### config.mk
export PLATFORM = sky130hd
export DESIGN_NAME = ece_div
export DESIGN_NICKNAME = d
export VERILOG_FILES = /design/src/design/ece_pkg.sv /design/src/design/ece_div.sv
export SDC_FILE = /design/constraint.sdc
export NUM_CORES = 2
export LEC_CHECK = 0
export ABC_CLOCK_PERIOD_IN_PS = 3500
export BUFFER_PORTS_ARGS = -buffer_cell sky130_fd_sc_hd__buf_2
export CAP_MARGIN = 20
export CORE_MARGIN = 5
export CORE_UTILIZATION = 35
export CTS_BUF_LIST = sky130_fd_sc_hd__clkbuf_16
export DETAILED_ROUTE_END_ITERATION = 6
export PLACE_DENSITY_LB_ADDON = 0.1
export SLEW_MARGIN = 10
export SYNTH_ARGS = -nofsm -noshare
export SYNTH_HDL_FRONTEND = slang
export SYNTH_SLANG_ARGS = --single-unit
### constraint.sdc
create_clock -name clock -period 3.5 [get_ports clock]
set_clock_uncertainty 0.05 [all_clocks]
set_input_delay 0.35 -clock clock [delete_from_list [all_inputs] [get_ports clock]]
set_output_delay 0.35 -clock clock [all_outputs]
set_load 0.02 [all_outputs]
### src/design/ece_pkg.sv
package ece_pkg;

   // Curve selector codes.
   localparam logic [2:0] OP_LINEAR      = 3'd0;
   localparam logic [2:0] OP_OVERSHOOT   = 3'd1;
   localparam logic [2:0] OP_OUT_BACK    = 3'd2;
   localparam logic [2:0] OP_OUT_QUART   = 3'd3;
   localparam logic [2:0] OP_BOUNCE      = 3'd4;
   localparam logic [2:0] OP_BOUNCE_HOLD = 3'd5;
   localparam logic [2:0] OP_STEP        = 3'd6;

   // Fixed-point units.
   localparam int ECE_ONE_Q15  = 32767;
   localparam int ECE_Q14_ONE  = 16384;
   localparam int ECE_Q15_FULL = 32768;

   // Overshoot curve: peak and the point where the rise turns into the settle.
   localparam int ECE_OS_PEAK  = 18841;
   localparam int ECE_OS_SPLIT = 11468;

   // The rise and settle divisions reduce to n * 4096 / 2867 and n * 4096 / 1229.
   // Both are done with a rounded-up reciprocal that is exact over the operand range.
   localparam int ECE_OS_NUM_SH    = 12;
   localparam int ECE_OS_RISE_DIV  = ECE_OS_SPLIT / 4;
   localparam int ECE_OS_FALL_DIV  = (ECE_Q14_ONE - ECE_OS_SPLIT) / 4;
   localparam int ECE_OS_RISE_SH   = 38;
   localparam int ECE_OS_FALL_SH   = 36;
   localparam longint ECE_OS_RECIP_RISE =
      ((longint'(1) << ECE_OS_RISE_SH) + ECE_OS_RISE_DIV - 1) / ECE_OS_RISE_DIV;
   localparam longint ECE_OS_RECIP_FALL =
      ((longint'(1) << ECE_OS_FALL_SH) + ECE_OS_FALL_DIV - 1) / ECE_OS_FALL_DIV;
   localparam int ECE_OS_RECIP_W = 27;
   localparam int ECE_OS_T_W     = 14;

   // Out-back coefficients.
   localparam int ECE_OB_SQUARE = 55754;
   localparam int ECE_OB_CUBE   = 88521;

   // Bounce segments: upper edges, centers and bases.
   localparam int ECE_BOUNCE_K = 247868;
   localparam int ECE_BNC_EDGE1 = 11911;
   localparam int ECE_BNC_EDGE2 = 23822;
   localparam int ECE_BNC_EDGE3 = 29778;
   localparam int ECE_BNC_MID2  = 18181;
   localparam int ECE_BNC_MID3  = 27272;
   localparam int ECE_BNC_MID4  = 31111;
   localparam int ECE_BNC_BASE2 = 24576;
   localparam int ECE_BNC_BASE3 = 29490;
   localparam int ECE_BNC_BASE4 = 31539;

   // Staircase step count.
   localparam int ECE_STEPS = 10;

   // Divider quotient width, one bit per stage.
   localparam int ECE_QUOT_W = 16;

   // Default depth of the queue between front and back.
   localparam int ECE_QUEUE_DEPTH = 4;

   // Side data that travels with a word through the back end.
   typedef struct packed {
      logic [2:0]  op;
      logic        bypass;
      logic [15:0] bypass_value;
      logic [15:0] from_value;
      logic [15:0] to_value;
   } ece_ctx_type;

   // One classified word as it sits in the queue.
   typedef struct packed {
      ece_ctx_type ctx;
      logic [2*ECE_QUOT_W-1:0] dividend;
      logic [ECE_QUOT_W-1:0]   divisor;
   } ece_item_type;

   // Staircase progress: idx * 32768 / 10, truncated.
   function automatic logic [14:0] step_progress(input logic [3:0] idx);
      logic [14:0] p;
      case (idx)
         4'd1:    p = 15'd3276;
         4'd2:    p = 15'd6553;
         4'd3:    p = 15'd9830;
         4'd4:    p = 15'd13107;
         4'd5:    p = 15'd16384;
         4'd6:    p = 15'd19660;
         4'd7:    p = 15'd22937;
         4'd8:    p = 15'd26214;
         4'd9:    p = 15'd29491;
         default: p = 15'd0;
      endcase
      return p;
   endfunction

   // Sign extension of a 16-bit value to 32 bits.
   function automatic logic [31:0] sext32(input logic [15:0] v);
      return {{16{v[15]}}, v};
   endfunction

endpackage

### src/design/ece_div.sv
module ece_div (
   input  logic                  clock,
   input  logic                  reset,
   input  logic                  in_valid,
   input  ece_pkg::ece_item_type in_item,
   output logic                  out_valid,
   output ece_pkg::ece_ctx_type  out_ctx,
   output logic [ece_pkg::ECE_QUOT_W-1:0] out_quot
);
   import ece_pkg::*;

   localparam int STEPS = ECE_QUOT_W;
   localparam int WW    = 2 * STEPS;

   logic [STEPS:0]    v_ff;
   logic [WW-1:0]     w_ff [STEPS+1];
   logic [STEPS-1:0]  d_ff [STEPS+1];
   ece_ctx_type       c_ff [STEPS+1];
   logic [WW-1:0]     w_in [STEPS];
   logic [WW:0]       sh   [STEPS];
   logic [STEPS:0]    diff [STEPS];

   // One restoring step per stage: shift the partial remainder and try to subtract.
   always_comb begin
      for (int i = 0; i < STEPS; i++) begin
         sh[i]   = {w_ff[i], 1'b0};
         diff[i] = sh[i][WW:STEPS] - {1'b0, d_ff[i]};
         if (sh[i][WW:STEPS] >= {1'b0, d_ff[i]}) begin
            w_in[i] = {diff[i][STEPS-1:0], sh[i][STEPS-1:1], 1'b1};
         end else begin
            w_in[i] = sh[i][WW-1:0];
         end
      end
   end

   // Stage valids.
   always_ff @(posedge clock) begin
      if (reset) begin
         v_ff <= '0;
      end else begin
         v_ff <= {v_ff[STEPS-1:0], in_valid};
      end
   end

   // Stage payload.
   always_ff @(posedge clock) begin
      w_ff[0] <= in_item.dividend;
      d_ff[0] <= in_item.divisor;
      c_ff[0] <= in_item.ctx;
      for (int i = 0; i < STEPS; i++) begin
         w_ff[i+1] <= w_in[i];
         d_ff[i+1] <= d_ff[i];
         c_ff[i+1] <= c_ff[i];
      end
   end

   assign out_valid = v_ff[STEPS];
   assign out_ctx   = c_ff[STEPS];
   assign out_quot  = w_ff[STEPS][STEPS-1:0];

endmodule

==> summary.md <==
| Metric | Value |
|---|---|
| Status | `finished clean` |
| Clk buf depth | `3` |
| IO buf count | `171` |
| Hpwl dp | `between 50 and 60 mm` |
| Antenna-violating nets left | `0` |
| Filler cell count | `12800` |
| Worst slew pin tran | `842 ps` |
| Dpl cell area | `~52000 um2` |
| Dominant cells by area after synthesis | `dfxtp_1 69%, ha_1 6.6%, mux2_2 2.5%` |
| Overall Power | `55.7 mW` |
| Site Rows | `136` |
| Dpl cells | `5809` |
| # IOs | `172` |
| Yosys warnings | `0` |
| Peak Freq | `0.313 GHz` |
| TritonCTS buffer count | `174` |
| CTS resizes | `0` |
| # setup viols final | `0` |
| CP Launch Type | `flop` |
| CP arrival | `between 3000 and 4000 ps` |
| Pin count of the biggest net entering global routing | `31` |
| Peak supply drop | `0.441 mV` |
| Reg2Reg Depth | `10` |
| Top_reg_cell synth | `dfxtp_1` |
| Hold Worst Slack | `134 ps` |
| Most common cell in the synthesized netlist | `dfxtp_1` |
| Post-synthesis sequential area ratio | `69.5%` |
| CTS clock-pin slew for the worst setup and hold paths | `60 ps` |
| Async set or reset register ratio after synthesis | `0%` |
| Global-route wire length before repair | `129 mm` |
| Final non-filler cell total | `between 6000 and 7000` |
| Layout cells sized above 1 | `13.4%` |
| Routed wire length per instance | `12.4 um` |
| Cts hold-fix bufs | `103` |
| Die Area | `146000 um2` |
| Vias in the first global route | `between 20000 and 30000` |
| Final wirelength | `77.5 mm` |
| Worst-Skew Late Latency | `790 ps` |
| RSZ-0062 raised after global routing | `no` |
| Hold Crit Class | `input pin to flop` |
| Worst-path maximum fanout | `29` |
| Clk root buf | `clkbuf_16` |
| Top post-synthesis cells by count | `1685 x dfxtp_1, 316 x inv_1, 256 x ha_1` |
| FF+latch count, synth | `1685` |
| DRT Pass-1 Iters | `5` |
| Mapped Area | `48600 um2` |
| Nets@finish | `4668` |
| DR vias | `26400` |
| Core area | `138000 um2` |
| Max_slew headroom | `43.8%` |
| Starting Density | `approximately a third` |
| Die Wd | `~380 um` |
| 1st-iter DRT viols | `roughly 850` |
| Final max-slew violation count | `0` |
| Synth top area share | `69.5%` |
| Mapped Nets | `4235` |
| CTS Sinks | `1685` |
| Leakage | `about 26 nW` |
| Die Span Y | `382 um` |
| Fin crit share | `91.2%` |
| Synthesized area per cell | `~13 um2` |
| Total track usage | `10.6%` |
| # DRC | `0` |
| Post-DR vias/cell | `around 4.2` |
| PwrDens | `about 950 nW/um2` |
| Cells after Synth | `3861` |
| Fin. Hold Viols | `0` |
| Initial antenna violation count | `1` |
| Sum Neg Setup Slack | `0 ps` |
| Yosys top cell by area | `dfxtp_1` |
| CTS tree | `done` |
| Critical Path RT | `4070 ps` |
| H-tree depth | `4` |
| P&R area growth vs syn | `20.4%` |
| Overflow after GRT | `0` |
| Hold path depth | `2` |
| Gpl congestion | `0.852` |
| EDFF count, synth | `0` |
| Final instance area | `roughly 58000 um2` |
| CP endpoint kind | `flop` |
| Tmin final | `3190 ps` |
| Max Cap Violations | `0` |
| WS Path Type | `flop to flop` |
| Yosys cell types | `71` |
| Diode count | `0` |
| Post-CTS Setup Inserts | `0` |
[report_power, final]
part	leakage, nW	internal (mW)	switching, mW
clock network	2.88	10.0	7.56
logic	8.64	6.95	7.73
registers	14.2	22.3	1.17
total	25.7	39.2	16.5
[routing by layer]
metal	vias up	track usage, %	share of wire (%)
li1	13800	-	-
met1	12000	11.4	41
met2	409	19.3	50
met3	235	2.74	4.3
met4	0	5.49	4.7
met5	-	0	0
[critical path, stage by stage, from the launching register on]
cell and delay [ps]:
dfxtp_1 390, inv_1 60, ha_1 280, nor2b_1 150, o31ai_1 370, a21oi_1 250, o2111ai_1 370, a21oi_1 210
o31ai_4 260, buf_4 310, mux2_2 370
[registers in the layout (all words and copies together), names as in the netlist]
signal	count
c_ff	884
d_ff	256
v_ff	17
w_ff	528
[cells in the final DEF (no fill, tap or decap), types with 25 or more instances in the layout]
| cell | instances |
|---|---|
| mux2_2 | 109 |
| clkbuf_16 | 174 |
| inv_1 | 354 |
| o31ai_1 | 25 |
| dfxtp_1 | 1685 |
| nor3_1 | 58 |
| nand4_1 | 33 |
| clkinv_2 | 29 |
| nand2b_1 | 35 |
| nor2_1 | 126 |
| o21a_1 | 52 |
| xor2_1 | 70 |
| clkinv_1 | 29 |
| dlygate4sd3_1 | 103 |
| ha_1 | 256 |
| nand3_1 | 34 |
| buf_2 | 171 |
| nand2_1 | 196 |
| xnor2_1 | 91 |
| o21ai_0 | 186 |
| nor2b_1 | 66 |
| a21oi_1 | 163 |
| a21o_1 | 43 |
[area by class of cell]
cell class | instances | area (um2) | share of cell area, %
tap | 1794 | 2240 | 3.84
inverter | 316 | 1190 | 2.03
sequential | 1685 | 33700 | 57.7
multi-input combinational | 1821 | 13500 | 23.1
timing repair buffer | 296 | 2130 | 3.64
clock buffer | 174 | 4350 | 7.45
clock inverter | 142 | 1310 | 2.24
[stage by stage]
| step | util (%) | worst slack (ps) |
|---|---|---|
| 2_1_floorplan | - | 702 |
| 3_3_place_gp | 37.6 | 242 |
| 3_5_place_dp | 37.6 | 268 |
| 4_1_cts | 42.5 | 207 |
| 5_1_grt | 42.5 | 43.9 |
| 6_report | 42.5 | 309 |
[worst paths after layout]
check | slack, ps | startpoint | to
worst min register to register | 240 | c_ff[1][101] | c_ff[1][153]
worst max-delay path | 310 | d_ff[0][145] | w_ff[0][340]
worst min-delay path | 130 | in_item[45] | w_ff[0][29]
worst max register to register | 310 | d_ff[0][145] | w_ff[0][340]
[cell families (layout without fill, tap and decap cells)]
family | Yosys count | in the layout | share of synthesized area (%)
and+or+nand+nor | 631 | 631 | 6.32
AOI/OAI and AO/OA | 624 | 624 | 8.15
muxes | 134 | 134 | 3.10
adders and majority gates | 271 | 271 | 7.21
DFF | 1685 | 1685 | 69.5
buffers and inverters | 355 | 928 | 2.85
xor gates and xnor gates | 161 | 161 | 2.90
Note: power is estimated with default switching activity, not from simulation.
