## config.mk

```make
export PLATFORM = sky130hd
export DESIGN_NAME = ece_queue
export DESIGN_NICKNAME = d
export VERILOG_FILES = /design/src/design/ece_pkg.sv /design/src/design/ece_queue.sv
export SDC_FILE = /design/constraint.sdc
export NUM_CORES = 1
export LEC_CHECK = 0
export CORE_AREA = 2 2 184 186
export DETAILED_ROUTE_END_ITERATION = 8
export DIE_AREA = 0 0 186 188
export DONT_BUFFER_PORTS = 1
export PLACE_DENSITY = 0.77
export SYNTH_ARGS = -nofsm -noshare
export SYNTH_HDL_FRONTEND = slang
export SYNTH_SLANG_ARGS = --single-unit
export TNS_END_PERCENT = 50
```

## constraint.sdc

```tcl
create_clock -name clock -period 4.2 [get_ports clock]
set_input_delay 0.21 -clock clock [delete_from_list [all_inputs] [get_ports clock]]
set_output_delay 0.21 -clock clock [all_outputs]
set_load 0.01 [all_outputs]
```

## src/design/ece_pkg.sv

```systemverilog
package ece_pkg;

   // Curve selector codes.
   localparam logic [2:0] OP_LINEAR      = 3'd0;
   localparam logic [2:0] OP_OVERSHOOT   = 3'd1;
   localparam logic [2:0] OP_OUT_BACK    = 3'd2;
   localparam logic [2:0] OP_OUT_QUART   = 3'd3;
   localparam logic [2:0] OP_BOUNCE      = 3'd4;
   localparam logic [2:0] OP_BOUNCE_HOLD = 3'd5;
   localparam logic [2:0] OP_STEP        = 3'd6;

   // Fixed-point units.
   localparam int ECE_ONE_Q15  = 32767;
   localparam int ECE_Q14_ONE  = 16384;
   localparam int ECE_Q15_FULL = 32768;

   // Overshoot curve: peak and the point where the rise turns into the settle.
   localparam int ECE_OS_PEAK  = 18841;
   localparam int ECE_OS_SPLIT = 11468;

   // The rise and settle divisions reduce to n * 4096 / 2867 and n * 4096 / 1229.
   // Both are done with a rounded-up reciprocal that is exact over the operand range.
   localparam int ECE_OS_NUM_SH    = 12;
   localparam int ECE_OS_RISE_DIV  = ECE_OS_SPLIT / 4;
   localparam int ECE_OS_FALL_DIV  = (ECE_Q14_ONE - ECE_OS_SPLIT) / 4;
   localparam int ECE_OS_RISE_SH   = 38;
   localparam int ECE_OS_FALL_SH   = 36;
   localparam longint ECE_OS_RECIP_RISE =
      ((longint'(1) << ECE_OS_RISE_SH) + ECE_OS_RISE_DIV - 1) / ECE_OS_RISE_DIV;
   localparam longint ECE_OS_RECIP_FALL =
      ((longint'(1) << ECE_OS_FALL_SH) + ECE_OS_FALL_DIV - 1) / ECE_OS_FALL_DIV;
   localparam int ECE_OS_RECIP_W = 27;
   localparam int ECE_OS_T_W     = 14;

   // Out-back coefficients.
   localparam int ECE_OB_SQUARE = 55754;
   localparam int ECE_OB_CUBE   = 88521;

   // Bounce segments: upper edges, centers and bases.
   localparam int ECE_BOUNCE_K = 247868;
   localparam int ECE_BNC_EDGE1 = 11911;
   localparam int ECE_BNC_EDGE2 = 23822;
   localparam int ECE_BNC_EDGE3 = 29778;
   localparam int ECE_BNC_MID2  = 18181;
   localparam int ECE_BNC_MID3  = 27272;
   localparam int ECE_BNC_MID4  = 31111;
   localparam int ECE_BNC_BASE2 = 24576;
   localparam int ECE_BNC_BASE3 = 29490;
   localparam int ECE_BNC_BASE4 = 31539;

   // Staircase step count.
   localparam int ECE_STEPS = 10;

   // Divider quotient width, one bit per stage.
   localparam int ECE_QUOT_W = 16;

   // Default depth of the queue between front and back.
   localparam int ECE_QUEUE_DEPTH = 4;

   // Side data that travels with a word through the back end.
   typedef struct packed {
      logic [2:0]  op;
      logic        bypass;
      logic [15:0] bypass_value;
      logic [15:0] from_value;
      logic [15:0] to_value;
   } ece_ctx_type;

   // One classified word as it sits in the queue.
   typedef struct packed {
      ece_ctx_type ctx;
      logic [2*ECE_QUOT_W-1:0] dividend;
      logic [ECE_QUOT_W-1:0]   divisor;
   } ece_item_type;

   // Staircase progress: idx * 32768 / 10, truncated.
   function automatic logic [14:0] step_progress(input logic [3:0] idx);
      logic [14:0] p;
      case (idx)
         4'd1:    p = 15'd3276;
         4'd2:    p = 15'd6553;
         4'd3:    p = 15'd9830;
         4'd4:    p = 15'd13107;
         4'd5:    p = 15'd16384;
         4'd6:    p = 15'd19660;
         4'd7:    p = 15'd22937;
         4'd8:    p = 15'd26214;
         4'd9:    p = 15'd29491;
         default: p = 15'd0;
      endcase
      return p;
   endfunction

   // Sign extension of a 16-bit value to 32 bits.
   function automatic logic [31:0] sext32(input logic [15:0] v);
      return {{16{v[15]}}, v};
   endfunction

endpackage

```

## src/design/ece_queue.sv

```systemverilog
module ece_queue #(
   parameter int DEPTH = ece_pkg::ECE_QUEUE_DEPTH
) (
   input  logic                  clock,
   input  logic                  reset,
   input  logic                  push,
   input  ece_pkg::ece_item_type push_item,
   output logic                  full,
   output logic                  pop_valid,
   output ece_pkg::ece_item_type pop_item
);
   import ece_pkg::*;

   localparam int PW = (DEPTH > 1) ? $clog2(DEPTH) : 1;
   localparam int CW = $clog2(DEPTH + 1);

   ece_item_type mem_ff [DEPTH];
   ece_item_type pop_item_ff;
   logic          pop_valid_ff;
   logic [PW-1:0] wr_ptr_ff, wr_ptr_in;
   logic [PW-1:0] rd_ptr_ff, rd_ptr_in;
   logic [CW-1:0] count_ff, count_in;
   logic          do_push;
   logic          do_pop;

   // The back end never stalls, so a stored word leaves on the next cycle.
   assign full    = (count_ff == CW'(DEPTH));
   assign do_push = push && !full;
   assign do_pop  = (count_ff != '0);

   always_comb begin
      wr_ptr_in = wr_ptr_ff;
      rd_ptr_in = rd_ptr_ff;
      count_in  = count_ff;
      if (do_push) begin
         wr_ptr_in = (wr_ptr_ff == PW'(DEPTH - 1)) ? '0 : wr_ptr_ff + 1'b1;
      end
      if (do_pop) begin
         rd_ptr_in = (rd_ptr_ff == PW'(DEPTH - 1)) ? '0 : rd_ptr_ff + 1'b1;
      end
      if (do_push && !do_pop) begin
         count_in = count_ff + 1'b1;
      end else if (!do_push && do_pop) begin
         count_in = count_ff - 1'b1;
      end
   end

   // Pointers, fill count and output strobe.
   always_ff @(posedge clock) begin
      if (reset) begin
         wr_ptr_ff    <= '0;
         rd_ptr_ff    <= '0;
         count_ff     <= '0;
         pop_valid_ff <= 1'b0;
      end else begin
         wr_ptr_ff    <= wr_ptr_in;
         rd_ptr_ff    <= rd_ptr_in;
         count_ff     <= count_in;
         pop_valid_ff <= do_pop;
      end
   end

   // Storage and registered read.
   always_ff @(posedge clock) begin
      if (do_push) begin
         mem_ff[wr_ptr_ff] <= push_item;
      end
      if (do_pop) begin
         pop_item_ff <= mem_ff[rd_ptr_ff];
      end
   end

   assign pop_valid = pop_valid_ff;
   assign pop_item  = pop_item_ff;

endmodule

```

==> reports/metrics.csv, run 1 <==
metric;value;unit
clkTransAtPathRegs;0.06;ns
critPathCaptureType;register;
grt_max_degree;101;
finalHoldViolCount;0;
combPwrFrac;15.7;%
place_congestion;0.792;
wl;32.7;mm
synthCells;674;
hold_path_class;primary input to register;
required;4.43;ns
finalCritPeriodShare;60.2;%
place_ws;1.72;ns
p_int;0.0106;W
yosysTopAreaCell;edfxtp_1;
track_usage;19.1;%
first_global_vias;7941;
critPathKind;register to register;
yosys-top-cells-area;edfxtp_1, mux4_2, dfxtp_1;
synth_top_area_share;84.1;%
final_antenna_net_count;0;
yosys.cell_types.count;26;
outcome;finished clean;
seq_power_share;53.6;%
worstMarginPinSlew;0.949;ns
cts_buffers;49;
synth_ff_type;edfxtp_1;
synth_fp_nets;783;
synth-seq-area-share;85.0;%
start_util;53.9;%
dieWidth;186;um
power.switching;0.00382;W
synth_area;17800;um^2
vdd_ir_drop_max;0.751;mV
rr_worst_depth;3;
cp_max_fo;59;
nNetsFinal;922;
cts_resized;0;
layout_setup_ws;1.67;ns
fp.coreArea;33100;um^2
p_leak;6.70;nW
die-area;35000;um^2
cts_tree;yes;
yosys-top-cells-count;edfxtp_1, mux4_2, buf_4, dfxtp_1;
grt_overflow;0;
max_freq;395;MHz
stdcell_count;1307;
dr.pass1.iters;5;
cts_sinks;508;
area_growth_syn_to_layout;18.3;%
dp_cells;1108;
clkPwrFrac;30.7;%
synth_area_per_cell;26.5;um^2
dr_total_vias;7406;
pin_count;205;
grt_pass1_wl;48.8;mm
cp_data_arrival_time;2.76;ns
fin_tns_setup;0;ns
utilization;63.8;%
skew;0.0223;ns
rows;67;
root_buffer;clkbuf_16;
powerDensity;684;nW/um^2
drcViolationCount;0;
maxCapViolCount;0;
avgRoutedWirePerCell;25.0;um
setup_viol_count_final;0;
antenna_found_initial;6;
yosysMostFrequentCell;edfxtp_1;
routed_via_density;5.67;
ys_seq_elements;508;
hpwl;17.4;mm
relSlewSlack;36.7;%
clk_latency;0.57;ns
drive_above_1_share;23.1;%
ys_warn_count;0;
dr.first_iter.drc_count;551;
htreeDepth;2;
fp.dieH;188;um
fin_crit;2.53;ns
async_reset_ff_share;0;%
ctsLongestPathBuffers;3;
startpoint_type;register;
synth_edf_count;500;
rsz0062_at_grt;false;
drv_slew;0;
port_buffers;0;
switching_share;26.5;%
hold_depth;1;
## power groups by stage
stage                     sequential (W)  combinational [W]  clock [W]
after global placement           0.00780            0.00207          0
after floorplan                  0.00758            0.00174          0
after CTS                        0.00775            0.00230    0.00452
after detailed placement         0.00783            0.00216          0
final                            0.00774            0.00227    0.00443
after global routing             0.00783            0.00247    0.00471
## area by class of cell
cell class / count / area (um^2)
Inverter: 5 / 21.3
Tap cell: 448 / 561
Antenna cell: 7 / 17.5
Timing Repair Buffer: 112 / 1150
Clock buffer: 55 / 1250
Sequential cell: 508 / 15200
Multi-Input combinational cell: 137 / 2550
Clock inverter: 35 / 392
Fill cell: 2085 / 12000
## metal layers
layer / GRT usage (%) / vias up / wire length [um]
li1: - / 3174 / -
met1: 24.9 / 3881 / 12700
met2: 30.3 / 291 / 16200
met3: 6.25 / 60 / 2950
met4: 6.84 / 0 / 863
met5: 0 / - / 0
## state kept, by name, indices dropped and copies added (netlist names)
signal,count
mem_ff,400
pop_valid,1
count_ff,3
wr_ptr_ff,2
pop_item,100
rd_ptr_ff,2
## logic make-up (layout without fill, tap and decap cells)
| group | after synthesis | in the layout | synth area share (%) |
|---|---|---|---|
| DFF | 508 | 508 | 85.0 |
| muxes | 102 | 102 | 12.8 |
| buffers and inverters | 29 | 207 | 0.827 |
| and+or+nand+nor | 19 | 19 | 0.596 |
| AOI/OAI and AO/OA | 8 | 8 | 0.280 |
| adders and majority gates | 6 | 6 | 0.421 |
| xor gates and xnor gates | 2 | 2 | 0.0982 |
| other | 0 | 7 | 0 |
## per-stage QoR
step / hold WS [ns] / instance area [um^2] / power, W
after floorplan: 0.309 / 17800 / 0.00932
after global placement: 0.272 / 18400 / 0.00986
after detailed placement: 0.275 / 18400 / 0.00999
after CTS: 0.192 / 21100 / 0.0146
after global routing: 0.210 / 21100 / 0.0150
final: 0.186 / 21100 / 0.0144
## critical path, cell delays in order (launching register included)
cell and delay [ns]:
dfxtp_1 0.47, or3b_1 0.32, and3_4 0.85, buf_4 0.46
## layout by cell type (no fill, tap or decap), drive strengths merged, types with 6 or more instances in the layout
cell and n:
dfxtp 8, inv 7, ha 6, buf 10, mux4 100, diode 7, edfxtp 500, dlygate4sd3 102
clkinv 22, clkbuf 55, bufinv 8
## repair_timing
action / in CTS / in global routing
buffers inserted: 0 / 0
hold endpoints to repair: 408 / 0
hold buffers: 102 / 0
## final timing paths
kind / endpoint / start / slack (ns)
worst max-delay path: mem_ff[0][46]$_DFFE_PP_ / count_ff[0]$_SDFFE_PP0P_ / 1.67
worst min-delay path: mem_ff[2][38]$_DFFE_PP_ / push / 0.19
worst max register to register: mem_ff[0][46]$_DFFE_PP_ / count_ff[0]$_SDFFE_PP0P_ / 1.67
worst min register to register: wr_ptr_ff[1]$_SDFFE_PP0P_ / wr_ptr_ff[1]$_SDFFE_PP0P_ / 0.58
No activity file was read; power rests on OpenSTA's default activity.
==> inputs of run 2 (changes only) <==
Settings changed: ABC_AREA set to 1, CORE_AREA 2 2 184 186 to 2 2 186 188, DIE_AREA 0 0 186 188 to 0 0 188 190, PLACE_DENSITY 0.77 to 0.81.
Clock period 4.2 ns to 2.2 ns, I/O delays scaled along.
==> run 2 against run 1 <==
Against the previous run: register-to-register slack got worse by 1.4 ns; first-iteration DRC count grew 48%; routed wire length up 17%; area after synthesis is 2.8% higher; critical path type unchanged; critical endpoint is now mem_ff[3][38]$_DFFE_PP_; highest routed layer is now met5.
==> reports/metrics.csv, run 2 <==
metric;value;unit;change
ctsLongestPathBuffers;3;;unchanged
path_common_cell;nor2_4;;
fin_tns_setup;0;ns;unchanged
grt_use_met2;34.6;%;was 30.3%
track_usage;21.0;%;was 19.1%
die-area;35700;um^2;was 35000 um^2
synth_area_per_cell;16.1;um^2;was 26.5 um^2
fp.coreArea;33900;um^2;was 33100 um^2
grt_use_met3;4.70;%;was 6.25%
synth_ff_type;edfxtp_1;;unchanged
busiest_layer;met2;;unchanged
place_congestion;0.751;;was 0.792
start_util;54.0;%;was 53.9%
finalHoldViolCount;0;;unchanged
clk_latency;0.55;ns;was 0.57 ns
relSlewSlack;57.2;%;was 36.7%
root_buffer;clkbuf_16;;unchanged
grtUsageMet1;27.8;%;was 24.9%
cts_tree;yes;;unchanged
ys_seq_elements;508;;unchanged
hold_ws;0.267;ns;was 0.186 ns
yosys.cell_types.count;20;;was 26
yosys-top-cells-count;edfxtp_1, nor2_1, o21ai_0;;was edfxtp_1, mux4_2, buf_4, dfxtp_1
startpoint_type;register;;unchanged
worstMarginPinSlew;0.641;ns;was 0.949 ns
wl;38.1;mm;was 32.7 mm
drive_above_1_share;8.96;%;was 23.1%
synthCells;1139;;was 674
rsz0062_at_grt;false;;unchanged
max_stage_delay;0.35;ns;was 0.85 ns
synth_fp_nets;1248;;was 783
drv_slew;0;;unchanged
cts_sinks;508;;unchanged
first_global_vias;10100;;was 7941
clkTransAtPathRegs;0.06;ns;about the same
maxCapViolCount;0;;unchanged
routed_via_density;5.73;;was 5.67
layout_common_cells;edfxtp_1, nor2_1, dlygate4sd3_1, o21ai_0, o22ai_1;;was edfxtp_1, dlygate4sd3_1, mux4_2, clkbuf_16, clkinv_2
grt_overflow;0;;unchanged
largest_reg_flops;400;;unchanged
htreeDepth;2;;unchanged
cp_max_fo;48;;was 59
cp_data_arrival_time;2.16;ns;was 2.76 ns
rows;68;;was 67
critPathCaptureType;register;;unchanged
synth-seq-area-share;82.7;%;was 85.0%
dieWidth;188;um;was 186 um
grt_pass1_wl;57.8;mm;was 48.8 mm
stdcell_count;1743;;was 1307
yosys-top-cells-area;edfxtp_1, nor2_1, o22ai_1;;was edfxtp_1, mux4_2, dfxtp_1
drcViolationCount;0;;unchanged
fp.dieH;190;um;was 188 um
cts_buffers;47;;was 49
fin_area;21500;um^2;was 21100 um^2
final_common_cell;edfxtp_1;;unchanged
final_antenna_net_count;0;;unchanged
dr_total_vias;9991;;was 7406
nNetsFinal;1355;;was 922
hpwl;20.6;mm;was 17.4 mm
powerDensity;1340;nW/um^2;was 684 nW/um^2
yosysMostFrequentCell;edfxtp_1;;unchanged
finalCritPeriodShare;88.5;%;was 60.2%
antenna_found_initial;4;;was 6
crit_chain;inv_1, nand2_2, nor2_4, nor2_4, inv_4, nor2_4, buf_12;;was or3b_1, and3_4, buf_4
cts_hold_buffers;102;;unchanged
fin_crit;1.95;ns;was 2.53 ns
setup_viol_count_final;0;;unchanged
cts_resized;0;;unchanged
avgRoutedWirePerCell;21.9;um;was 25.0 um
layout_setup_ws;0.254;ns;was 1.67 ns
dp_cells;1550;;was 1108
dr.first_iter.drc_count;813;;was 551
slowest_stage;dfxtp_1;;was and3_4
synth_area;18300;um^2;was 17800 um^2
required;2.42;ns;was 4.43 ns
synth_edf_count;500;;unchanged
dr.pass1.iters;5;;unchanged
async_reset_ff_share;0;%;unchanged
p_leak;7.10;nW;was 6.70 nW
yosysTopAreaCell;edfxtp_1;;unchanged
port_buffers;0;;unchanged
place_ws;0.284;ns;was 1.72 ns
ys_warn_count;0;;unchanged
top_register;mem_ff;;unchanged
dpl_cell_area;18900;um^2;was 18400 um^2
synth_top_area_share;81.9;%;was 84.1%
grt_max_degree;114;;was 101
vdd_ir_drop_max;1.83;mV;was 0.751 mV
pin_count;205;;unchanged
area_growth_syn_to_layout;17.4;%;was 18.3%
post_cts_buffers;0;;unchanged
critPathKind;register to register;;unchanged
outcome;finished clean;;unchanged
skew;0.0154;ns;was 0.0223 ns
max_freq;514;MHz;was 395 MHz
hold_path_class;primary input to register;;unchanged
## run 2: cell count changes after synthesis, moves of 10 or more
cell      change
o21ai_1      +97
mux4_2      -100
nand2_1      +14
buf_6        +24
o22ai_1     +100
nor2_1      +210
buf_2        +11
clkbuf_1     +21
inv_1        +10
o21ai_0      +98
## run 2: path summary, 6_finish.rpt
path	slack [ns]	depth (start not counted)	to	startpoint
hold reg to reg	0.52	2	count_ff[0]$_SDFFE_PP0P_	count_ff[0]$_SDFFE_PP0P_
setup / recovery	0.25	7	mem_ff[3][38]$_DFFE_PP_	count_ff[1]$_SDFFE_PP0P_
setup reg to reg	0.25	7	mem_ff[3][38]$_DFFE_PP_	count_ff[1]$_SDFFE_PP0P_
hold / removal	0.27	1	mem_ff[3][58]$_DFFE_PP_	push_item[58]
## run 2: cell type report
cell class | instances | area (um^2)
fill | 2239 | 12400
inverter | 19 | 81.3
antenna | 5 | 12.5
tap | 455 | 569
multi-input combinational | 546 | 2690
clock buffer | 59 | 1260
timing repair buffer | 124 | 1400
clock inverter | 27 | 340
sequential | 508 | 15200
## run 2: worst max-delay path: cells and delay by family (launching register included)
kind,cells,cell delay [ns]
DFF,1,0.35
and+or+nand+nor,4,0.71
buffers and inverters,3,0.51
## run 2: cells by family (layout without fill, tap and decap cells)
| logic type | count (synthesis) | in the layout | synth area share [%] |
|---|---|---|---|
| flops | 508 | 508 | 82.7 |
| compound gates | 306 | 306 | 9.15 |
| simple gates | 234 | 234 | 4.83 |
| buf+inv | 85 | 229 | 2.88 |
| fa+ha+maj | 6 | 6 | 0.409 |
| other cells | 0 | 5 | 0 |
## run 2: per-stage QoR
| stage | utilization [%] | power [W] |
|---|---|---|
| after global placement | 55.7 | 0.0200 |
| after detailed placement | 55.7 | 0.0203 |
| after CTS | 63.4 | 0.0289 |
| final | 63.5 | 0.0288 |
| after floorplan | - | 0.0185 |
| after global routing | 63.4 | 0.0300 |
## run 2: report_power, final
group          total (W)  internal [W]  switching (W)
clock network    0.00834       0.00502        0.00333
registers         0.0145        0.0132        0.00132
logic            0.00589       0.00174        0.00415
## run 2: layer usage
layer / routed length [um] / share of wire (%)
met2: 18800 / 49
met3: 2460 / 6.5
met5: 11 / 0.029
met1: 15800 / 41
met4: 1020 / 2.7
