## config.mk

```make
export PLATFORM = sky130hd
export DESIGN_NAME = ece_front
export DESIGN_NICKNAME = d
export VERILOG_FILES = /design/src/design/ece_pkg.sv /design/src/design/ece_front.sv
export SDC_FILE = /design/constraint.sdc
export NUM_CORES = 1
export LEC_CHECK = 0
export BUFFER_PORTS_ARGS = -buffer_cell sky130_fd_sc_hd__buf_4
export CELL_PAD_IN_SITES_DETAIL_PLACEMENT = 0
export CELL_PAD_IN_SITES_GLOBAL_PLACEMENT = 2
export CORE_AREA = 2 2 79 157
export DETAILED_ROUTE_END_ITERATION = 6
export DIE_AREA = 0 0 81 159
export GPL_ROUTABILITY_DRIVEN = 0
export PLACE_DENSITY = 0.86
export REMOVE_ABC_BUFFERS = 1
export SYNTH_ARGS = -nofsm -noshare
export SYNTH_HDL_FRONTEND = slang
export SYNTH_SLANG_ARGS = --single-unit
```

## constraint.sdc

```tcl
create_clock -name vclk -period 4.5
set_clock_uncertainty 0.1 [all_clocks]
set_input_delay 0.225 -clock vclk [all_inputs]
set_output_delay 0.225 -clock vclk [all_outputs]
set_load 0.005 [all_outputs]
```

## src/design/ece_pkg.sv

```systemverilog
package ece_pkg;

   // Curve selector codes.
   localparam logic [2:0] OP_LINEAR      = 3'd0;
   localparam logic [2:0] OP_OVERSHOOT   = 3'd1;
   localparam logic [2:0] OP_OUT_BACK    = 3'd2;
   localparam logic [2:0] OP_OUT_QUART   = 3'd3;
   localparam logic [2:0] OP_BOUNCE      = 3'd4;
   localparam logic [2:0] OP_BOUNCE_HOLD = 3'd5;
   localparam logic [2:0] OP_STEP        = 3'd6;

   // Fixed-point units.
   localparam int ECE_ONE_Q15  = 32767;
   localparam int ECE_Q14_ONE  = 16384;
   localparam int ECE_Q15_FULL = 32768;

   // Overshoot curve: peak and the point where the rise turns into the settle.
   localparam int ECE_OS_PEAK  = 18841;
   localparam int ECE_OS_SPLIT = 11468;

   // The rise and settle divisions reduce to n * 4096 / 2867 and n * 4096 / 1229.
   // Both are done with a rounded-up reciprocal that is exact over the operand range.
   localparam int ECE_OS_NUM_SH    = 12;
   localparam int ECE_OS_RISE_DIV  = ECE_OS_SPLIT / 4;
   localparam int ECE_OS_FALL_DIV  = (ECE_Q14_ONE - ECE_OS_SPLIT) / 4;
   localparam int ECE_OS_RISE_SH   = 38;
   localparam int ECE_OS_FALL_SH   = 36;
   localparam longint ECE_OS_RECIP_RISE =
      ((longint'(1) << ECE_OS_RISE_SH) + ECE_OS_RISE_DIV - 1) / ECE_OS_RISE_DIV;
   localparam longint ECE_OS_RECIP_FALL =
      ((longint'(1) << ECE_OS_FALL_SH) + ECE_OS_FALL_DIV - 1) / ECE_OS_FALL_DIV;
   localparam int ECE_OS_RECIP_W = 27;
   localparam int ECE_OS_T_W     = 14;

   // Out-back coefficients.
   localparam int ECE_OB_SQUARE = 55754;
   localparam int ECE_OB_CUBE   = 88521;

   // Bounce segments: upper edges, centers and bases.
   localparam int ECE_BOUNCE_K = 247868;
   localparam int ECE_BNC_EDGE1 = 11911;
   localparam int ECE_BNC_EDGE2 = 23822;
   localparam int ECE_BNC_EDGE3 = 29778;
   localparam int ECE_BNC_MID2  = 18181;
   localparam int ECE_BNC_MID3  = 27272;
   localparam int ECE_BNC_MID4  = 31111;
   localparam int ECE_BNC_BASE2 = 24576;
   localparam int ECE_BNC_BASE3 = 29490;
   localparam int ECE_BNC_BASE4 = 31539;

   // Staircase step count.
   localparam int ECE_STEPS = 10;

   // Divider quotient width, one bit per stage.
   localparam int ECE_QUOT_W = 16;

   // Default depth of the queue between front and back.
   localparam int ECE_QUEUE_DEPTH = 4;

   // Side data that travels with a word through the back end.
   typedef struct packed {
      logic [2:0]  op;
      logic        bypass;
      logic [15:0] bypass_value;
      logic [15:0] from_value;
      logic [15:0] to_value;
   } ece_ctx_type;

   // One classified word as it sits in the queue.
   typedef struct packed {
      ece_ctx_type ctx;
      logic [2*ECE_QUOT_W-1:0] dividend;
      logic [ECE_QUOT_W-1:0]   divisor;
   } ece_item_type;

   // Staircase progress: idx * 32768 / 10, truncated.
   function automatic logic [14:0] step_progress(input logic [3:0] idx);
      logic [14:0] p;
      case (idx)
         4'd1:    p = 15'd3276;
         4'd2:    p = 15'd6553;
         4'd3:    p = 15'd9830;
         4'd4:    p = 15'd13107;
         4'd5:    p = 15'd16384;
         4'd6:    p = 15'd19660;
         4'd7:    p = 15'd22937;
         4'd8:    p = 15'd26214;
         4'd9:    p = 15'd29491;
         default: p = 15'd0;
      endcase
      return p;
   endfunction

   // Sign extension of a 16-bit value to 32 bits.
   function automatic logic [31:0] sext32(input logic [15:0] v);
      return {{16{v[15]}}, v};
   endfunction

endpackage

```

## src/design/ece_front.sv

```systemverilog
module ece_front (
   input  logic               start,
   input  logic               queue_full,
   input  logic [2:0]         op,
   input  logic [15:0]        elapsed,
   input  logic [15:0]        span,
   input  logic [15:0]        from_value,
   input  logic [15:0]        to_value,
   output logic               busy,
   output logic               push,
   output ece_pkg::ece_item_type item
);
   import ece_pkg::*;

   logic [15:0] half;
   logic        finished;
   logic        at_start;
   logic        hold_done;

   // The front holds off new words only while the queue is full.
   assign busy = queue_full;
   assign push = start && !queue_full;

   // Classify the end cases that need no arithmetic.
   assign half      = span >> 1;
   assign finished  = (elapsed >= span) || (op > OP_STEP);
   assign at_start  = (elapsed == 16'd0);
   assign hold_done = (op == OP_BOUNCE_HOLD) && (elapsed >= half);

   always_comb begin
      item.ctx.op           = op;
      item.ctx.from_value   = from_value;
      item.ctx.to_value     = to_value;
      item.ctx.bypass       = finished || at_start || hold_done;
      item.ctx.bypass_value = (!finished && at_start) ? from_value : to_value;
      item.divisor          = (op == OP_BOUNCE_HOLD) ? half : span;

      // Progress numerator in the curve's own scale.
      unique case (op) inside
         OP_LINEAR:    item.dividend = {elapsed, 16'd0};
         OP_OVERSHOOT: item.dividend = {2'd0, elapsed, 14'd0};
         OP_OUT_BACK, OP_OUT_QUART, OP_BOUNCE, OP_BOUNCE_HOLD:
            item.dividend = {1'b0, elapsed, 15'd0};
         OP_STEP:      item.dividend = 32'(20'(elapsed) * 20'(ECE_STEPS));
         default:      item.dividend = 32'd0;
      endcase
   end

endmodule

```

==> results.cfg, run 1 <==
[finish]
regArea_um2 = 0
clkbuf_count = 0
final_nets = 641
drive_gt1_share_pct = 38.2
area_delta_synth_final_pct = 37.4
design_area_um2 = 3960
n_sequential_cell = 0
antenna_cells = 0
fillers = 1313

[sta]
finalCriticalPeriod_ns = 3.19
hold_viol = 0
relSlewSlack_pct = 27.3
rsz0062_at_grt = false
worst_pin_slew_ns = 1.09
setup-violations-final = 0
slew_violations = 0
timing.fmax_mhz = 313
fin_crit_sh_pct = 70.9
finalWorstSetupSlack_ns = 1.31
tns_ns = 0

[placement]
dp_hpwl_um = 9610
post-place-ws_ns = 1.30
io_buffers = 170
placed_area_um2 = 3960

[synthesis]
yosysTopAreaCell = ha_1
syn_inst = 394
synth_most_common_cell = ha_1
avgSynthCellArea_um2 = 7.31
synth_top_area_share_pct = 25.6
synth.distinct_cells = 59
synth_warnings = 0
synth_top_cells_by_area = ha_1 26%, buf_4 9.6%, o21ai_0 6.8%, mux2_4 5.2%, a21oi_1 5.0%
synth-seq-area-share_pct = 0
synth_common_cells = 59 x ha_1, 39 x o21ai_0, 38 x nand2_1
synth_area_um2 = 2880

[critical_path]
start_kind = input pin
cp.arrival_ns = 2.87
crit_fanout = 16
crit_type = in -> out
worstPathRequired_ns = 4.18
cp-end-kind = output port

[min_path]
hold_path_class = in -> out

[run_status]
outcome = finished clean

[global_route]
first_global_vias = 3194
overflow = 0
grt_pass1_wl_um = 17200
antenna_found_initial = 0
grt_max_degree = 37
grt_use_total_pct = 16.7

[cts]
cts_hold_buf = 0
post_cts_buffers = 0
cts.repair.resized = 0

[die]
die_x_um = 81
coreArea_um2 = 11600
die_y_um = 159
die_area_um2 = 12900
rows = 56
io_pins = 171
start_util_pct = 24.8

[flow_run]
maxCapViolCount = 0

[drt]
totalWireLength_um = 11200
via_per_inst = 4.95
dr.pass1.iters = 4
wl_per_cell_um = 17.1
drc_errors = 0
vias = 3245
drt_iter0_drc = 86
ant_nets = 0

[power]
total_power_mw = 0.443
power_leakage_nw = 2.06
p_per_area_nw_per_um2 = 112
irDropWorstVdd_v = 0.0000442
[worst max-delay path: stages]
cell and delay (ns):
buf_4 0.15, ha_1 0.31, a21o_1 0.18, a221o_1 0.34, a31oi_1 0.22, o2111a_1 0.86, mux2_2 0.43, buf_4 0.14
[layout by cell type (no fill, tap or decap), drive strengths merged, types with 2 or more instances in the layout]
| cell type | Yosys | layout |
|---|---|---|
| buf | 42 | 170 |
| ha | 59 | 59 |
| o21ai | 40 | 40 |
| nand2 | 38 | 38 |
| nor2 | 33 | 33 |
| a21oi | 29 | 29 |
| inv | 16 | 16 |
| mux2 | 16 | 16 |
| mux2i | 13 | 13 |
| a21o | 10 | 10 |
| xor2 | 7 | 7 |
| and2 | 7 | 7 |
| nor2b | 6 | 6 |
| o211ai | 5 | 5 |
| a211oi | 5 | 5 |
| nor4 | 5 | 5 |
| nor3 | 4 | 4 |
| xnor2 | 4 | 4 |
| nand3 | 4 | 4 |
| o21a | 3 | 3 |
| nand4 | 3 | 3 |
| and4 | 3 | 3 |
| a31oi | 2 | 2 |
| a21boi | 2 | 2 |
| a31o | 2 | 2 |
| o221ai | 2 | 2 |
| and3 | 2 | 2 |
| a221o | 2 | 2 |
| a311oi | 2 | 2 |
[area by class of cell]
cell class / instances / area [um^2] / area share (%)
multi-input combinational: 324 / 2440 / 61.7
tap: 145 / 181 / 4.58
inverter: 16 / 60.1 / 1.52
timing repair buffer: 170 / 1280 / 32.2
[layer usage]
metal  up-vias  track usage (%)  wire [um]
li1       1625                -          -
met3        12             1.25        544
met4         0             3.39        280
met2        81             31.4       6090
met1      1527             19.8       4270
met5         -                0          0
[stage by stage]
| step | hold slack, ns | utilization (%) | cells |
|---|---|---|---|
| after detailed placement | 0.528 | 34.0 | 655 |
| after global routing | 0.532 | 34.0 | 655 |
| after global placement | 0.526 | 34.0 | 655 |
| after floorplan | 0.350 | - | 340 |
| final | 0.527 | 34.0 | 655 |
| after CTS | 0.529 | 34.0 | 655 |
[cell families after synthesis]
logic type               after synthesis  share of synthesized area [%]
AO/OA/AOI/OAI                        112                           24.7
AND/OR/NAND/NOR                      111                           18.2
buffers and inverters                 70                           15.2
adder cells (fa/ha/maj)               60                           26.3
multiplexers                          29                           12.1
XOR/XNOR                              11                           3.34
other                                  1                          0.130
[worst paths after layout]
check / end / startpoint / cells past startpoint
setup / recovery: item[83] / elapsed[6] / 8
hold / removal: busy / queue_full / 2
[report_power, final]
group          switching [mW]  total, mW  leakage, nW  internal [mW]
sequential                  0          0            0              0
clock                       0          0            0              0
combinational           0.222      0.443         2.06          0.221
Note: power is estimated with default switching activity, not from simulation.
==> inputs of run 2 (changes only) <==
CORE_AREA = 2 2 83 164   (was 2 2 79 157)
DIE_AREA = 0 0 85 166   (was 0 0 81 159)
PLACE_DENSITY = 0.79   (was 0.86)
clock period = 3 ns   (was 4.5 ns; I/O delays follow)
==> run 2 against run 1 <==
Against the previous run: design area rose by 1.9%; setup slack got worse by 1.1 ns; power rose by 51%; core utilization fell by 2.8 points; global-route usage fell by 1.5 points; final cell count rose by 2.0%; flip-flop and latch count did not move; combinational power rose by 51%; clock-buffer cell count did not move; sequential share of layout area did not move; largest cell class unchanged; highest routed layer unchanged.
==> results.cfg, run 2 (synthesized netlist as in run 1, its figures left out) <==
[sta]
slew_violations = 0
setup-violations-final = 0
finalCriticalPeriod_ns = 2.81
tns_ns = 0
timing.fmax_mhz = 356
hold_viol = 0
fin_crit_sh_pct = 93.7
rsz0062_at_grt = false

[die]
die_x_um = 85
die_area_um2 = 14100
die_y_um = 166
io_pins = 171
start_util_pct = 22.3
rows = 59
coreArea_um2 = 12900

[power]
irDropWorstVdd_v = 0.0000736
p_switching_mw = 0.334
p_clk_share_pct = 0
intPower_mw = 0.336
pwr-share-comb_pct = 100.0
p_per_area_nw_per_um2 = 166
sw_frac_of_total_pct = 49.8
total_power_mw = 0.670
power_leakage_nw = 2.09
seqPwrFrac_pct = 0

[cts]
cts_hold_buf = 0
cts.repair.resized = 0
post_cts_buffers = 0

[min_path]
min_from = from_value[4]
hold_path_end = item[68]
hold_path_class = in -> out
hold_depth = 2

[finish]
area_delta_synth_final_pct = 40.1
final_nets = 647
regArea_um2 = 0
clkbuf_count = 0
n_sequential_cell = 0
antenna_cells = 0
fillers = 1421
final_common_cell = buf_4
drive_gt1_share_pct = 39.5
most-common-layout-cells = 175 x buf_4, 59 x ha_1, 39 x o21ai_0

[drt]
highest_layer = met4
dr.pass1.iters = 4
wl_per_cell_um = 17.1
drc_errors = 0
wl_met2_um = 6090
wl_met1_um = 4860
vias = 3214
drt_iter0_drc = 61
wl_met3_um = 311
ant_nets = 0
totalWireLength_um = 11500
via_per_inst = 4.81

[placement]
dp_hpwl_um = 9740
io_buffers = 170

[critical_path]
crit_type = in -> out
crit_path_start = elapsed[7]
cp.arrival_ns = 2.56
cp-end-kind = output port
start_kind = input pin
worstPathRequired_ns = 2.75
max_stage_delay_ns = 0.42
crit_fanout = 9
worstPathCellList = buf_4 -> ha_1 -> ha_1 -> a2111oi_0 -> o21a_1 -> o21ai_1 -> o31ai_2 -> xor2_1 -> o221ai_1 -> buf_4
cp_slowest_cell = a2111oi_0

[run_status]
outcome = finished clean

[flow_run]
maxCapViolCount = 0

[global_route]
first_global_vias = 3177
grt_pass1_wl_um = 17500
antenna_found_initial = 0
grt_use_total_pct = 15.2
overflow = 0
grt_max_degree = 37
## run 2: changes by cell type in the layout (fill, tap and decap cells not counted)
cell / delta
a211oi_1: -1
a211oi_2: +1
buf_12: +1
buf_4: +5
fa_1: -1
fa_2: +1
nor2_1: -1
nor2_2: +1
## run 2: metal layers
layer  GRT usage [%]  vias up
li1                -     1641
met1            19.1     1486
met2            28.5       75
met3           0.596       12
met4            2.14        0
met5               0        -
## run 2: worst max-delay path by stage
stage / endpoint
2_1_floorplan: item[80]
3_3_place_gp: item[32]
3_5_place_dp: item[32]
4_1_cts: item[32]
5_1_grt: item[32]
6_report: item[33]
## run 2: worst max-delay path, delay by kind of cell
kind	cells	cell delay, ns
compound gates	5	1.16
buf+inv	2	0.31
xor+xnor	1	0.24
fa+ha+maj	2	0.68
## run 2: through the flow
stage | instance area [um^2] | hold WS, ns | cells | utilization [%] | setup WS (ns)
2_1_floorplan | 2500 | 0.200 | 340 | - | 0.557
3_3_place_gp | 4030 | 0.376 | 668 | 31.2 | 0.139
3_5_place_dp | 4030 | 0.377 | 668 | 31.2 | 0.129
4_1_cts | 4030 | 0.377 | 668 | 31.2 | 0.120
5_1_grt | 4040 | 0.384 | 668 | 31.2 | 0.0292
6_report | 4040 | 0.376 | 668 | 31.2 | 0.190
## run 2: power by group through the flow
stage / registers (mW) / logic (mW) / clock network [mW]
after floorplan: 0 / 0.317 / 0
after global placement: 0 / 0.668 / 0
after detailed placement: 0 / 0.672 / 0
after global routing: 0 / 0.746 / 0
final: 0 / 0.670 / 0
after CTS: 0 / 0.676 / 0
## run 2: layout make-up
type	count	area (um^2)	share of cell area, %
multi-input combinational	324	2450	60.7
timing repair buffer	176	1330	33.1
tap	152	190	4.71
inverter	16	60.1	1.49
==> inputs of run 3 (changes only) <==
CORE_AREA = 2 2 127 117   (was 2 2 83 164)
DIE_AREA = 0 0 129 119   (was 0 0 85 166)
PLACE_DENSITY = 0.77   (was 0.79)
clock period = 2.3 ns   (was 3 ns; I/O delays follow)
==> run 3 against run 2 <==
Against the previous run: non-clock buffer count is 65 higher; flip-flop and latch count stayed put; clock-buffer cell count stayed put; critical path type unchanged; die area is 8.8% higher; final cell count is 17% higher; first-iteration DRC count is 100% higher; hold slack worse by 0.069 ns; critical path depth is 1 higher; setup slack worse by 0.28 ns; largest cell class unchanged; sequential share of layout area stayed put; highest routed layer unchanged; the run now ends with negative setup slack left; wire length is 5.0% higher; core utilization is 5.2 points higher.
==> results.cfg, run 3 (synthesized netlist as in run 1, its figures left out) <==
[min_path]
hold_path_class = in -> out

[drt]
dr.pass1.iters = 4
vias = 3450
ant_nets = 0
drc_errors = 0
wl_per_cell_um = 15.4
totalWireLength_um = 12000
drt_iter0_drc = 124
via_per_inst = 4.43

[finish]
drive_gt1_share_pct = 54.7
final_nets = 712
clkbuf_count = 0
antenna_cells = 0
n_sequential_cell = 0
area_delta_synth_final_pct = 80.2
multi_input_area_um2 = 2880
fillers = 1480
final_common_cell = buf_4
most-common-layout-cells = 205 x buf_4, 38 x nand2_1, 36 x ha_1
instances_no_fill = 779
regArea_um2 = 0

[global_route]
overflow = 0
grt_pass1_wl_um = 18300
antenna_found_initial = 0
first_global_vias = 3342
grt_use_total_pct = 14.6
grt_max_degree = 33

[critical_path]
cp_slowest_cell = fa_2
start_kind = input pin
cp.arrival_ns = 2.17
endpoint = item[32]
max_stage_delay_ns = 0.35
crit_fanout = 3
cp-end-kind = output port
crit_type = in -> out
worstPathCellList = buf_6 -> ha_4 -> ha_4 -> fa_2 -> a211oi_2 -> nor2_2 -> o211ai_1 -> a21boi_1 -> or3_1 -> a31o_2 -> buf_6
worstPathRequired_ns = 2.09
crit_path_start = elapsed[1]

[power]
sw_frac_of_total_pct = 44.9
p_per_area_nw_per_um2 = 225
p_switching_mw = 0.524
seqPwrFrac_pct = 0
total_power_mw = 1.17
irDropWorstVdd_v = 0.0000845
pwr-share-comb_pct = 100.0
p_clk_share_pct = 0
intPower_mw = 0.642
power_leakage_nw = 2.50

[sta]
hold_viol = 0
rsz0062_at_grt = true
finalCriticalPeriod_ns = 2.39
holdWs_ns = 0.307
setup-violations-final = 18
slew_violations = 0
timing.fmax_mhz = 419
finalWorstSetupSlack_ns = -0.0866
fin_crit_sh_pct = 104

[placement]
place_inst = 773
io_buffers = 170
dp_hpwl_um = 9750

[die]
start_util_pct = 20.2
io_pins = 171
coreArea_um2 = 14200
die_area_um2 = 15400
die_x_um = 129
die_y_um = 119
rows = 42

[run_status]
outcome = complete, but fails checks
violations = negative setup slack

[flow_run]
maxCapViolCount = 0
run 3: cell types whose count changed in the layout (fill, tap and decap cells not counted), sizes merged:
cell	previous run	this run
buf	176	241
run 3: worst max-delay path, delay by kind of cell:
| family | cells | cell delay [ns] |
|---|---|---|
| buf+inv | 2 | 0.21 |
| fa+ha+maj | 3 | 0.74 |
| simple gates | 2 | 0.40 |
| compound gates | 4 | 0.70 |
run 3: cell type report:
cell class,count,share of cell area (%)
timing repair buffer,241,38.3
multi-input combinational,324,55.5
tap,198,4.77
inverter,16,1.49
run 3: worst min path at each step:
stage          cells past startpoint           from  slack [ns]        to
6_report                           2  from_value[5]        0.31  item[69]
5_1_grt                            2  from_value[5]        0.31  item[69]
4_1_cts                            2   to_value[15]        0.31  item[63]
3_5_place_dp                       2   to_value[15]        0.31  item[63]
3_3_place_gp                       2   to_value[15]        0.30  item[63]
2_1_floorplan                      0     queue_full        0.13      busy
run 3: power groups by stage:
stage / Sequential, mW / Clock [mW] / Combinational, mW
CTS: 0 / 0 / 1.12
floorplan: 0 / 0 / 0.414
detailed placement: 0 / 0 / 0.981
global placement: 0 / 0 / 0.971
finish: 0 / 0 / 1.17
global route: 0 / 0 / 1.28
run 3: metrics by stage:
stage,setup WS [ns],area [um^2],TNS (ns),utilization [%]
6_report,-0.0866,5190,-0.265,36.5
5_1_grt,-0.176,5190,-1.65,36.5
4_1_cts,-0.177,5060,-1.01,35.5
3_5_place_dp,-0.432,4530,-6.47,31.8
3_3_place_gp,-0.440,4530,-5.60,31.8
2_1_floorplan,-0.0732,2500,-0.633,-
run 3: timing repair:
action,4_1_cts,5_1_grt
buffers inserted,3,2
resized for setup,102,22
pin swaps,24,26
hold endpoints to repair,0,0
cloned,1,0
hold buffers,0,0
endpoints found under the setup margin,25,24
run 3: metal layers:
layer / vias up / share of wire [%] / global-route usage, %
met3: 6 / 5.1 / 1.17
met1: 1583 / 47 / 21.2
li1: 1774 / - / -
met4: 0 / 0.86 / 1.02
met5: - / 0 / 0
met2: 87 / 47 / 24.5
